--- config.mk ---
export PLATFORM = sky130hd
export DESIGN_NAME = positional_list_engine
export DESIGN_NICKNAME = d
export VERILOG_FILES = /design/src/rtl/ple_pkg.sv /design/src/rtl/positional_list_engine.sv /design/src/rtl/ple_ram.sv
export SDC_FILE = /design/constraint.sdc
export NUM_CORES = 2
export LEC_CHECK = 0
export BUFFER_PORTS_ARGS = -buffer_cell sky130_fd_sc_hd__buf_2
export CAP_MARGIN = 20
export CORE_MARGIN = 2
export CORE_UTILIZATION = 59
export CTS_BUF_LIST = sky130_fd_sc_hd__clkbuf_4 sky130_fd_sc_hd__clkbuf_8
export CTS_CLUSTER_DIAMETER = 60
export DETAILED_ROUTE_END_ITERATION = 8
export PLACE_DENSITY_LB_ADDON = 0.1
export SETUP_SLACK_MARGIN = 0.1
export SLEW_MARGIN = 20
export SYNTH_ARGS = -nofsm -noshare
export SYNTH_HDL_FRONTEND = slang
export SYNTH_SLANG_ARGS = --single-unit
--- constraint.sdc ---
create_clock -name clk -period 4.5 [get_ports clk]
set_clock_uncertainty 0.15 [all_clocks]
set_input_delay 0.45 -clock clk [delete_from_list [all_inputs] [get_ports clk]]
set_output_delay 0.45 -clock clk [all_outputs]
set_load 0.02 [all_outputs]
--- src/rtl/ple_pkg.sv ---
// Shared types and constants for the positional list engine.
package ple_pkg;

	// Default list depth
	localparam int CAPACITY_DEF = 64;

	// Field widths fixed by the item format
	localparam int OP_W     = 2;
	localparam int POS_W    = 7;
	localparam int VAL_W    = 32;
	localparam int STATUS_W = 3;
	localparam int INDEX_W  = 6;
	localparam int COUNT_W  = 7;

	// Operation codes
	typedef enum logic [OP_W-1:0] {
		OP_INSERT   = 2'd0,
		OP_DELETE   = 2'd1,
		OP_SEARCH   = 2'd2,
		OP_TRAVERSE = 2'd3
	} op_t;

	// Result status codes
	typedef enum logic [STATUS_W-1:0] {
		ST_OK     = 3'd0,
		ST_BADPOS = 3'd1,
		ST_FULL   = 3'd2,
		ST_MISS   = 3'd3,
		ST_EMPTY  = 3'd4
	} status_t;

	// Sequencer states
	typedef enum logic [2:0] {
		S_IDLE,
		S_SHIFT_UP,
		S_SHIFT_DN,
		S_PUT,
		S_SEARCH,
		S_TRAV,
		S_RESP
	} state_t;

endpackage

--- src/rtl/positional_list_engine.sv ---
// Positional list engine: ordered list of signed words with insert, delete, search, traverse.
//
// Keeps up to CAPACITY signed 32-bit words in one RAM with one write and one
// registered read per cycle; a small sequencer walks the RAM to shift,
// search or traverse entries and the input is stalled until the item is
// finished. Traverse emits one result per entry at one per cycle while
// the output is not stalled. Bad positions, a full list and an empty
// traverse answer without walking the RAM. The RAM port moves or compares
// one entry per cycle. The result sits in an output register, so the next
// item is taken while the last result still waits. The RAM needs no
// clearing after reset.
module positional_list_engine #(
	parameter int CAPACITY = ple_pkg::CAPACITY_DEF
) (
	input  logic                                 clk,
	input  logic                                 arst_n,
	// Input channel
	input  logic                                 in_valid,
	output logic                                 in_stall,
	input  logic [ple_pkg::OP_W-1:0]             operation,
	input  logic [ple_pkg::POS_W-1:0]            position,
	input  logic signed [ple_pkg::VAL_W-1:0]     value,
	// Output channel
	output logic                                 out_valid,
	input  logic                                 out_stall,
	output logic [ple_pkg::STATUS_W-1:0]         status,
	output logic [ple_pkg::INDEX_W-1:0]          index,
	output logic signed [ple_pkg::VAL_W-1:0]     element,
	output logic [ple_pkg::COUNT_W-1:0]          count,
	output logic                                 last
);

	import ple_pkg::*;

	localparam int AW = (CAPACITY > 1) ? $clog2(CAPACITY) : 1;
	localparam int CW = $clog2(CAPACITY + 1);
	localparam int WW = (CW > POS_W) ? CW : POS_W;

	// Sequencer and list state
	state_t          state_q, state_d;
	logic [CW-1:0]   cnt_q, cnt_d;
	logic [AW-1:0]   ptr_q, ptr_d;
	logic [AW-1:0]   pos_q, pos_d;
	logic [VAL_W-1:0] val_q, val_d;
	status_t         res_status_q, res_status_d;
	logic [AW-1:0]   res_index_q, res_index_d;

	// Output register
	logic                out_valid_q;
	logic [STATUS_W-1:0] status_q;
	logic [INDEX_W-1:0]  index_q;
	logic [VAL_W-1:0]    element_q;
	logic [COUNT_W-1:0]  count_q;
	logic                last_q;

	// RAM port
	logic             ram_we, ram_re;
	logic [AW-1:0]    ram_waddr, ram_raddr;
	logic [VAL_W-1:0] ram_wdata, ram_rdata;

	// Output load
	logic             load_out;
	status_t          ld_status;
	logic [AW-1:0]    ld_index;
	logic [VAL_W-1:0] ld_element;
	logic             ld_last;

	logic          accept;
	logic          slot_free;
	logic [WW-1:0] pos_w, cnt_w;
	logic [AW-1:0] pos_a, last_idx;
	logic          at_last;

	ple_ram #(
		.WIDTH(VAL_W),
		.DEPTH(CAPACITY)
	) u_store (
		.clk  (clk),
		.we   (ram_we),
		.waddr(ram_waddr),
		.wdata(ram_wdata),
		.re   (ram_re),
		.raddr(ram_raddr),
		.rdata(ram_rdata)
	);

	assign in_stall  = (state_q != S_IDLE);
	assign accept    = in_valid && !in_stall;
	assign slot_free = !out_valid_q || !out_stall;

	assign pos_w    = WW'(position);
	assign cnt_w    = WW'(cnt_q);
	assign pos_a    = AW'(pos_w);
	assign last_idx = AW'(cnt_q - CW'(1));
	assign at_last  = (ptr_q == last_idx);

	// State register and item registers
	always_ff @(posedge clk or negedge arst_n) begin
		if (!arst_n) begin
			state_q <= S_IDLE;
			cnt_q   <= '0;
		end else begin
			state_q <= state_d;
			cnt_q   <= cnt_d;
		end
	end

	always_ff @(posedge clk) begin
		ptr_q        <= ptr_d;
		pos_q        <= pos_d;
		val_q        <= val_d;
		res_status_q <= res_status_d;
		res_index_q  <= res_index_d;
	end

	// Next state, RAM control and output load
	always_comb begin
		state_d      = state_q;
		cnt_d        = cnt_q;
		ptr_d        = ptr_q;
		pos_d        = pos_q;
		val_d        = val_q;
		res_status_d = res_status_q;
		res_index_d  = res_index_q;
		ram_we       = 1'b0;
		ram_waddr    = ptr_q;
		ram_wdata    = ram_rdata;
		ram_re       = 1'b0;
		ram_raddr    = ptr_q;
		load_out     = 1'b0;
		ld_status    = ST_OK;
		ld_index     = '0;
		ld_element   = '0;
		ld_last      = 1'b1;

		unique case (state_q)
			S_IDLE: begin
				if (accept) begin
					pos_d       = pos_a;
					val_d       = value;
					res_index_d = '0;
					unique case (op_t'(operation))
						OP_INSERT: begin
							if (pos_w > cnt_w) begin
								res_status_d = ST_BADPOS;
								state_d      = S_RESP;
							end else if (cnt_q == CW'(CAPACITY)) begin
								res_status_d = ST_FULL;
								state_d      = S_RESP;
							end else if (pos_w == cnt_w) begin
								state_d = S_PUT;
							end else begin
								// walk down from the top entry
								ram_re    = 1'b1;
								ram_raddr = last_idx;
								ptr_d     = last_idx;
								state_d   = S_SHIFT_UP;
							end
						end
						OP_DELETE: begin
							if (pos_w >= cnt_w) begin
								res_status_d = ST_BADPOS;
								state_d      = S_RESP;
							end else if (pos_a == last_idx) begin
								cnt_d        = cnt_q - CW'(1);
								res_status_d = ST_OK;
								state_d      = S_RESP;
							end else begin
								// walk up from the entry above the hole
								ram_re    = 1'b1;
								ram_raddr = pos_a + AW'(1);
								ptr_d     = pos_a + AW'(1);
								state_d   = S_SHIFT_DN;
							end
						end
						OP_SEARCH: begin
							if (cnt_q == '0) begin
								res_status_d = ST_MISS;
								state_d      = S_RESP;
							end else begin
								ram_re    = 1'b1;
								ram_raddr = '0;
								ptr_d     = '0;
								state_d   = S_SEARCH;
							end
						end
						OP_TRAVERSE: begin
							if (cnt_q == '0) begin
								res_status_d = ST_EMPTY;
								state_d      = S_RESP;
							end else begin
								ram_re    = 1'b1;
								ram_raddr = '0;
								ptr_d     = '0;
								state_d   = S_TRAV;
							end
						end
					endcase
				end
			end

			// rdata holds entry ptr; move it one place up
			S_SHIFT_UP: begin
				ram_we    = 1'b1;
				ram_waddr = ptr_q + AW'(1);
				ram_wdata = ram_rdata;
				if (ptr_q == pos_q) begin
					state_d = S_PUT;
				end else begin
					ram_re    = 1'b1;
					ram_raddr = ptr_q - AW'(1);
					ptr_d     = ptr_q - AW'(1);
				end
			end

			// rdata holds entry ptr; move it one place down
			S_SHIFT_DN: begin
				ram_we    = 1'b1;
				ram_waddr = ptr_q - AW'(1);
				ram_wdata = ram_rdata;
				if (at_last) begin
					cnt_d        = cnt_q - CW'(1);
					res_status_d = ST_OK;
					state_d      = S_RESP;
				end else begin
					ram_re    = 1'b1;
					ram_raddr = ptr_q + AW'(1);
					ptr_d     = ptr_q + AW'(1);
				end
			end

			// write the new value into the opened slot
			S_PUT: begin
				ram_we       = 1'b1;
				ram_waddr    = pos_q;
				ram_wdata    = val_q;
				cnt_d        = cnt_q + CW'(1);
				res_status_d = ST_OK;
				state_d      = S_RESP;
			end

			// one compare per cycle, lowest index first
			S_SEARCH: begin
				if (ram_rdata == val_q) begin
					res_status_d = ST_OK;
					res_index_d  = ptr_q;
					state_d      = S_RESP;
				end else if (at_last) begin
					res_status_d = ST_MISS;
					state_d      = S_RESP;
				end else begin
					ram_re    = 1'b1;
					ram_raddr = ptr_q + AW'(1);
					ptr_d     = ptr_q + AW'(1);
				end
			end

			// emit one entry per free output slot; rdata holds while stalled
			S_TRAV: begin
				if (slot_free) begin
					load_out   = 1'b1;
					ld_status  = ST_OK;
					ld_index   = ptr_q;
					ld_element = ram_rdata;
					ld_last    = at_last;
					if (at_last) begin
						state_d = S_IDLE;
					end else begin
						ram_re    = 1'b1;
						ram_raddr = ptr_q + AW'(1);
						ptr_d     = ptr_q + AW'(1);
					end
				end
			end

			// single result for insert, delete, search and empty traverse
			S_RESP: begin
				if (slot_free) begin
					load_out  = 1'b1;
					ld_status = res_status_q;
					ld_index  = res_index_q;
					state_d   = S_IDLE;
				end
			end

			default: begin
				state_d = S_IDLE;
			end
		endcase
	end

	// Output register
	always_ff @(posedge clk or negedge arst_n) begin
		if (!arst_n) begin
			out_valid_q <= 1'b0;
		end else if (load_out) begin
			out_valid_q <= 1'b1;
		end else if (!out_stall) begin
			out_valid_q <= 1'b0;
		end
	end

	always_ff @(posedge clk) begin
		if (load_out) begin
			status_q  <= ld_status;
			index_q   <= INDEX_W'(ld_index);
			element_q <= ld_element;
			count_q   <= COUNT_W'(cnt_q);
			last_q    <= ld_last;
		end
	end

	assign out_valid = out_valid_q;
	assign status    = status_q;
	assign index     = index_q;
	assign element   = element_q;
	assign count     = count_q;
	assign last      = last_q;

`ifndef NO_ASSERTIONS
	// the entry count never passes the list depth
	a_cnt_range: assert property (@(posedge clk) disable iff (!arst_n)
		cnt_q <= CW'(CAPACITY))
		else $error("entry count above capacity");

	// an accepted item holds off the next one
	a_busy_after_accept: assert property (@(posedge clk) disable iff (!arst_n)
		accept |=> in_stall)
		else $error("input not stalled after accept");

	// a new result is never loaded over one that is still stalled
	a_no_overwrite: assert property (@(posedge clk) disable iff (!arst_n)
		(out_valid_q && out_stall) |-> !load_out)
		else $error("stalled result overwritten");

	// every RAM write stays inside the list
	a_waddr_range: assert property (@(posedge clk) disable iff (!arst_n)
		ram_we |-> (ram_waddr <= AW'(CAPACITY - 1)))
		else $error("RAM write beyond capacity");
`endif

endmodule

--- src/rtl/ple_ram.sv ---
// Generic single write port, single read port RAM with registered read data.
module ple_ram #(
	parameter int WIDTH = 32,
	parameter int DEPTH = 64
) (
	input  logic                     clk,
	input  logic                     we,
	input  logic [$clog2(DEPTH)-1:0] waddr,
	input  logic [WIDTH-1:0]         wdata,
	input  logic                     re,
	input  logic [$clog2(DEPTH)-1:0] raddr,
	output logic [WIDTH-1:0]         rdata
);

	logic [WIDTH-1:0] mem_q [DEPTH];

	// Write port
	always_ff @(posedge clk) begin
		if (we) begin
			mem_q[waddr] <= wdata;
		end
	end

	// Registered read, data holds while re is low
	always_ff @(posedge clk) begin
		if (re) begin
			rdata <= mem_q[raddr];
		end
	end

endmodule

==> flow_summary.yaml <==
yosys:
  synthTopCellsByArea: "edfxtp_1 (75%), mux4_2 (7.0%), a211oi_1 (3.0%), mux2i_1 (1.5%), and3_1 (1.3%)"
  yosys_warnings: 0
  synth_common_cells: "edfxtp_1 (2,176), a211oi_1 (344), nand2_1 (297)"
  synth.most_common_cell: "edfxtp_1"
  syn-num-nets: 4948
  syn-mean-instance-area_um2: 17.9
  synth.distinct_cells: 84
  async_flop_share: 0.00502
  synth_cells: 4890
  netlist_area_mm2: 0.0874
  synth_seq_cells: 2193
  synth_top_cell_by_area: "edfxtp_1"
  synth_top_area_share: 0.747
  ys.flop_type: "edfxtp_1"
  synth_edf_count: 2176
  synth_seq_area_share: 0.752
drt:
  firstDrtPassIters: 8
  antenna_left: 0
  wl_per_cell_um: 32.8
  viasPerCell: 6.65
  first_iter_violations: 6529
  remaining_drc_errors: 0
  wirelength_mm: 264
  dr_total_vias: 53500
hold_path:
  whs_path_depth: 2
  hp-class: "in2reg"
  whs_endpoint: "val_q[30]"
  hp-start: "value[30]"
die:
  die-height_um: 389
  die_x_um: 389
  dieArea_mm2: 0.151
  core_mm2: 0.147
  start_util: 0.593
  rows: 141
  ios: 96
clocking:
  clock_path_buffers: 4
  htree_levels: 5
  cts_buffers: 360
  cts_root_buffer: "clkbuf_8"
  clk_pin_slew_worst_paths_ns: 0.06
  cts_tree: "yes"
  clkSinkCount: 2193
  insertion_delay_ns: 1.02
status:
  status: "finished with violations"
  violations: "negative setup slack"
final_layout:
  seq_area_mm2: 0.0657
  fin_nets: 5936
  multiInputGateArea_mm2: 0.0221
  num-fill-cells: 9005
  syn2layout_area_growth_pct: 22.4
  drive_above_1_share: 0.332
placement:
  hpwl_mm: 157
  port-buffer-count: 95
  gp_congestion: 0.964
grt:
  overflow: 0
  first_global_vias: 52100
  grt_pass1_wl_mm: 371
  track_usage: 0.347
  grt_antenna_before_repair: 10
  grt_max_degree: 95
timing:
  slew_viol_final: 0
  fmax_mhz: 209
  min_period_ns: 4.79
  setup_tns_ns: -6.16
  rsz0062_at_grt: "true"
  finalWorstSetupSlack_ns: -0.286
  whs_ns: 0.0690
  tightestPinTransition_ns: 1.18
  finalCritPeriodShare: 1.06
  setup_viol: 32
  finalHoldViolCount: 0
  relSlewSlack: 0.213
setup_path:
  critPathMaxFanout: 8
  start_kind: "register"
  r2r-end: "u_store.rdata[27]"
  critical_path_class: "reg2reg"
  rrSetupSlack_ns: -0.29
  critPathArrivalTime_ns: 5.35
  end_kind: "register"
  rr_startpoint: "cnt_q[1]"
  cp.required_ns: 5.06
  ff2ff_path_depth: 17
run:
  maxCapViolations: 0
[state kept, by name (all words and copies together), names as in the netlist]
signal and cells:
last 1, res_status_q 3, pos_q 6, count 7, u_store.mem_q 2048, state_q 3
status 3, index 6, out_valid 1, val_q 32, element 32, res_index_q 6
u_store.rdata 32, cnt_q 7, ptr_q 6
[area by class of cell]
cell class,count,share of cell area
Clock inverter,120,0.00599
Multi-Input combinational cell,2319,0.207
Tap cell,1930,0.0226
Clock buffer,476,0.0550
Inverter,30,0.00132
Antenna cell,4,0.0000936
Timing Repair Buffer,974,0.0935
Sequential cell,2193,0.615
[worst max-delay path, cell delays in order, from the launching register on]
cell	delay [ns]
dfrtp_1	0.40
inv_2	0.09
ha_4	0.13
nor3b_4	0.21
xnor3_1	0.23
or4_4	0.58
buf_6	0.14
o2111ai_4	0.23
a211oi_4	0.11
nor2_4	0.26
buf_12	0.20
buf_16	0.16
buf_16	0.13
mux4_2	0.48
mux2_4	0.30
a211oi_4	0.41
buf_4	0.18
nand4_1	0.08
[logic make-up after synthesis]
family | synth area share
muxes | 0.0885
buffers and inverters | 0.0183
and+or+nand+nor | 0.0507
adders and majority gates | 0.00186
AOI/OAI and AO/OA | 0.0816
DFF | 0.752
xor gates and xnor gates | 0.00704
[layout by cell type, fill, tap and decap left out, drive strengths merged, types with 8 or more instances in the layout]
| master | n |
|---|---|
| a211oi | 346 |
| a21oi | 63 |
| a221oi | 84 |
| a22o | 44 |
| a22oi | 13 |
| a311oi | 84 |
| a31oi | 8 |
| a32oi | 59 |
| and2 | 37 |
| and3 | 180 |
| buf | 894 |
| clkbuf | 483 |
| clkinv | 114 |
| dfrtp | 11 |
| dlygate4sd3 | 67 |
| edfxtp | 2176 |
| ha | 13 |
| inv | 26 |
| mux2 | 27 |
| mux2i | 128 |
| mux4 | 273 |
| nand2 | 297 |
| nand3 | 19 |
| nand4 | 60 |
| nor2 | 115 |
| nor2b | 34 |
| nor3 | 16 |
| nor3b | 33 |
| nor4 | 12 |
| nor4b | 31 |
| o211ai | 9 |
| o21a | 31 |
| o21ai | 143 |
| o22ai | 17 |
| xnor2 | 54 |
[routing by layer]
layer,track usage,vias to the layer above,wire length (µm)
met5,0,-,14
met4,0.147,2,12200
met3,0.0798,544,31400
met2,0.522,3383,120000
met1,0.494,27400,100000
li1,-,22200,-
[how the worst max path moves through the flow]
stage                             end  depth (start not counted)  slack [ns]         from
finish              u_store.rdata[27]                         17       -0.29     cnt_q[1]
global route        u_store.rdata[13]                         17       -0.41     cnt_q[1]
CTS                 u_store.rdata[27]                         17       -0.19     cnt_q[1]
detailed placement  u_store.rdata[13]                         21       -1.12  position[0]
global placement    u_store.rdata[22]                         20       -1.29  position[0]
floorplan           u_store.rdata[19]                         18        0.10     cnt_q[0]
[metrics by stage]
step                std cells   util  setup WS, ns  instance area [µm²]
floorplan                4890      -         0.102                87600
global placement         7229  0.652         -1.29                96200
detailed placement       7229  0.653         -1.12                96200
CTS                      7990  0.719        -0.195               106000
global route             8043  0.725        -0.409               107000
finish                   8046  0.725        -0.286               107000
[what timing repair did]
action / 4_1_cts / 5_1_grt
pin swaps: 69 / 53
gates cloned: 17 / 5
hold endpoints to repair: 87 / 0
buffers inserted: 82 / 49
resized for setup: 289 / 90
hold buffers: 67 / 0
setup endpoints to repair: 32 / 32
Power is not shown: default switching activity piles up to over one toggle a cycle in this logic, so the estimate is an artifact.
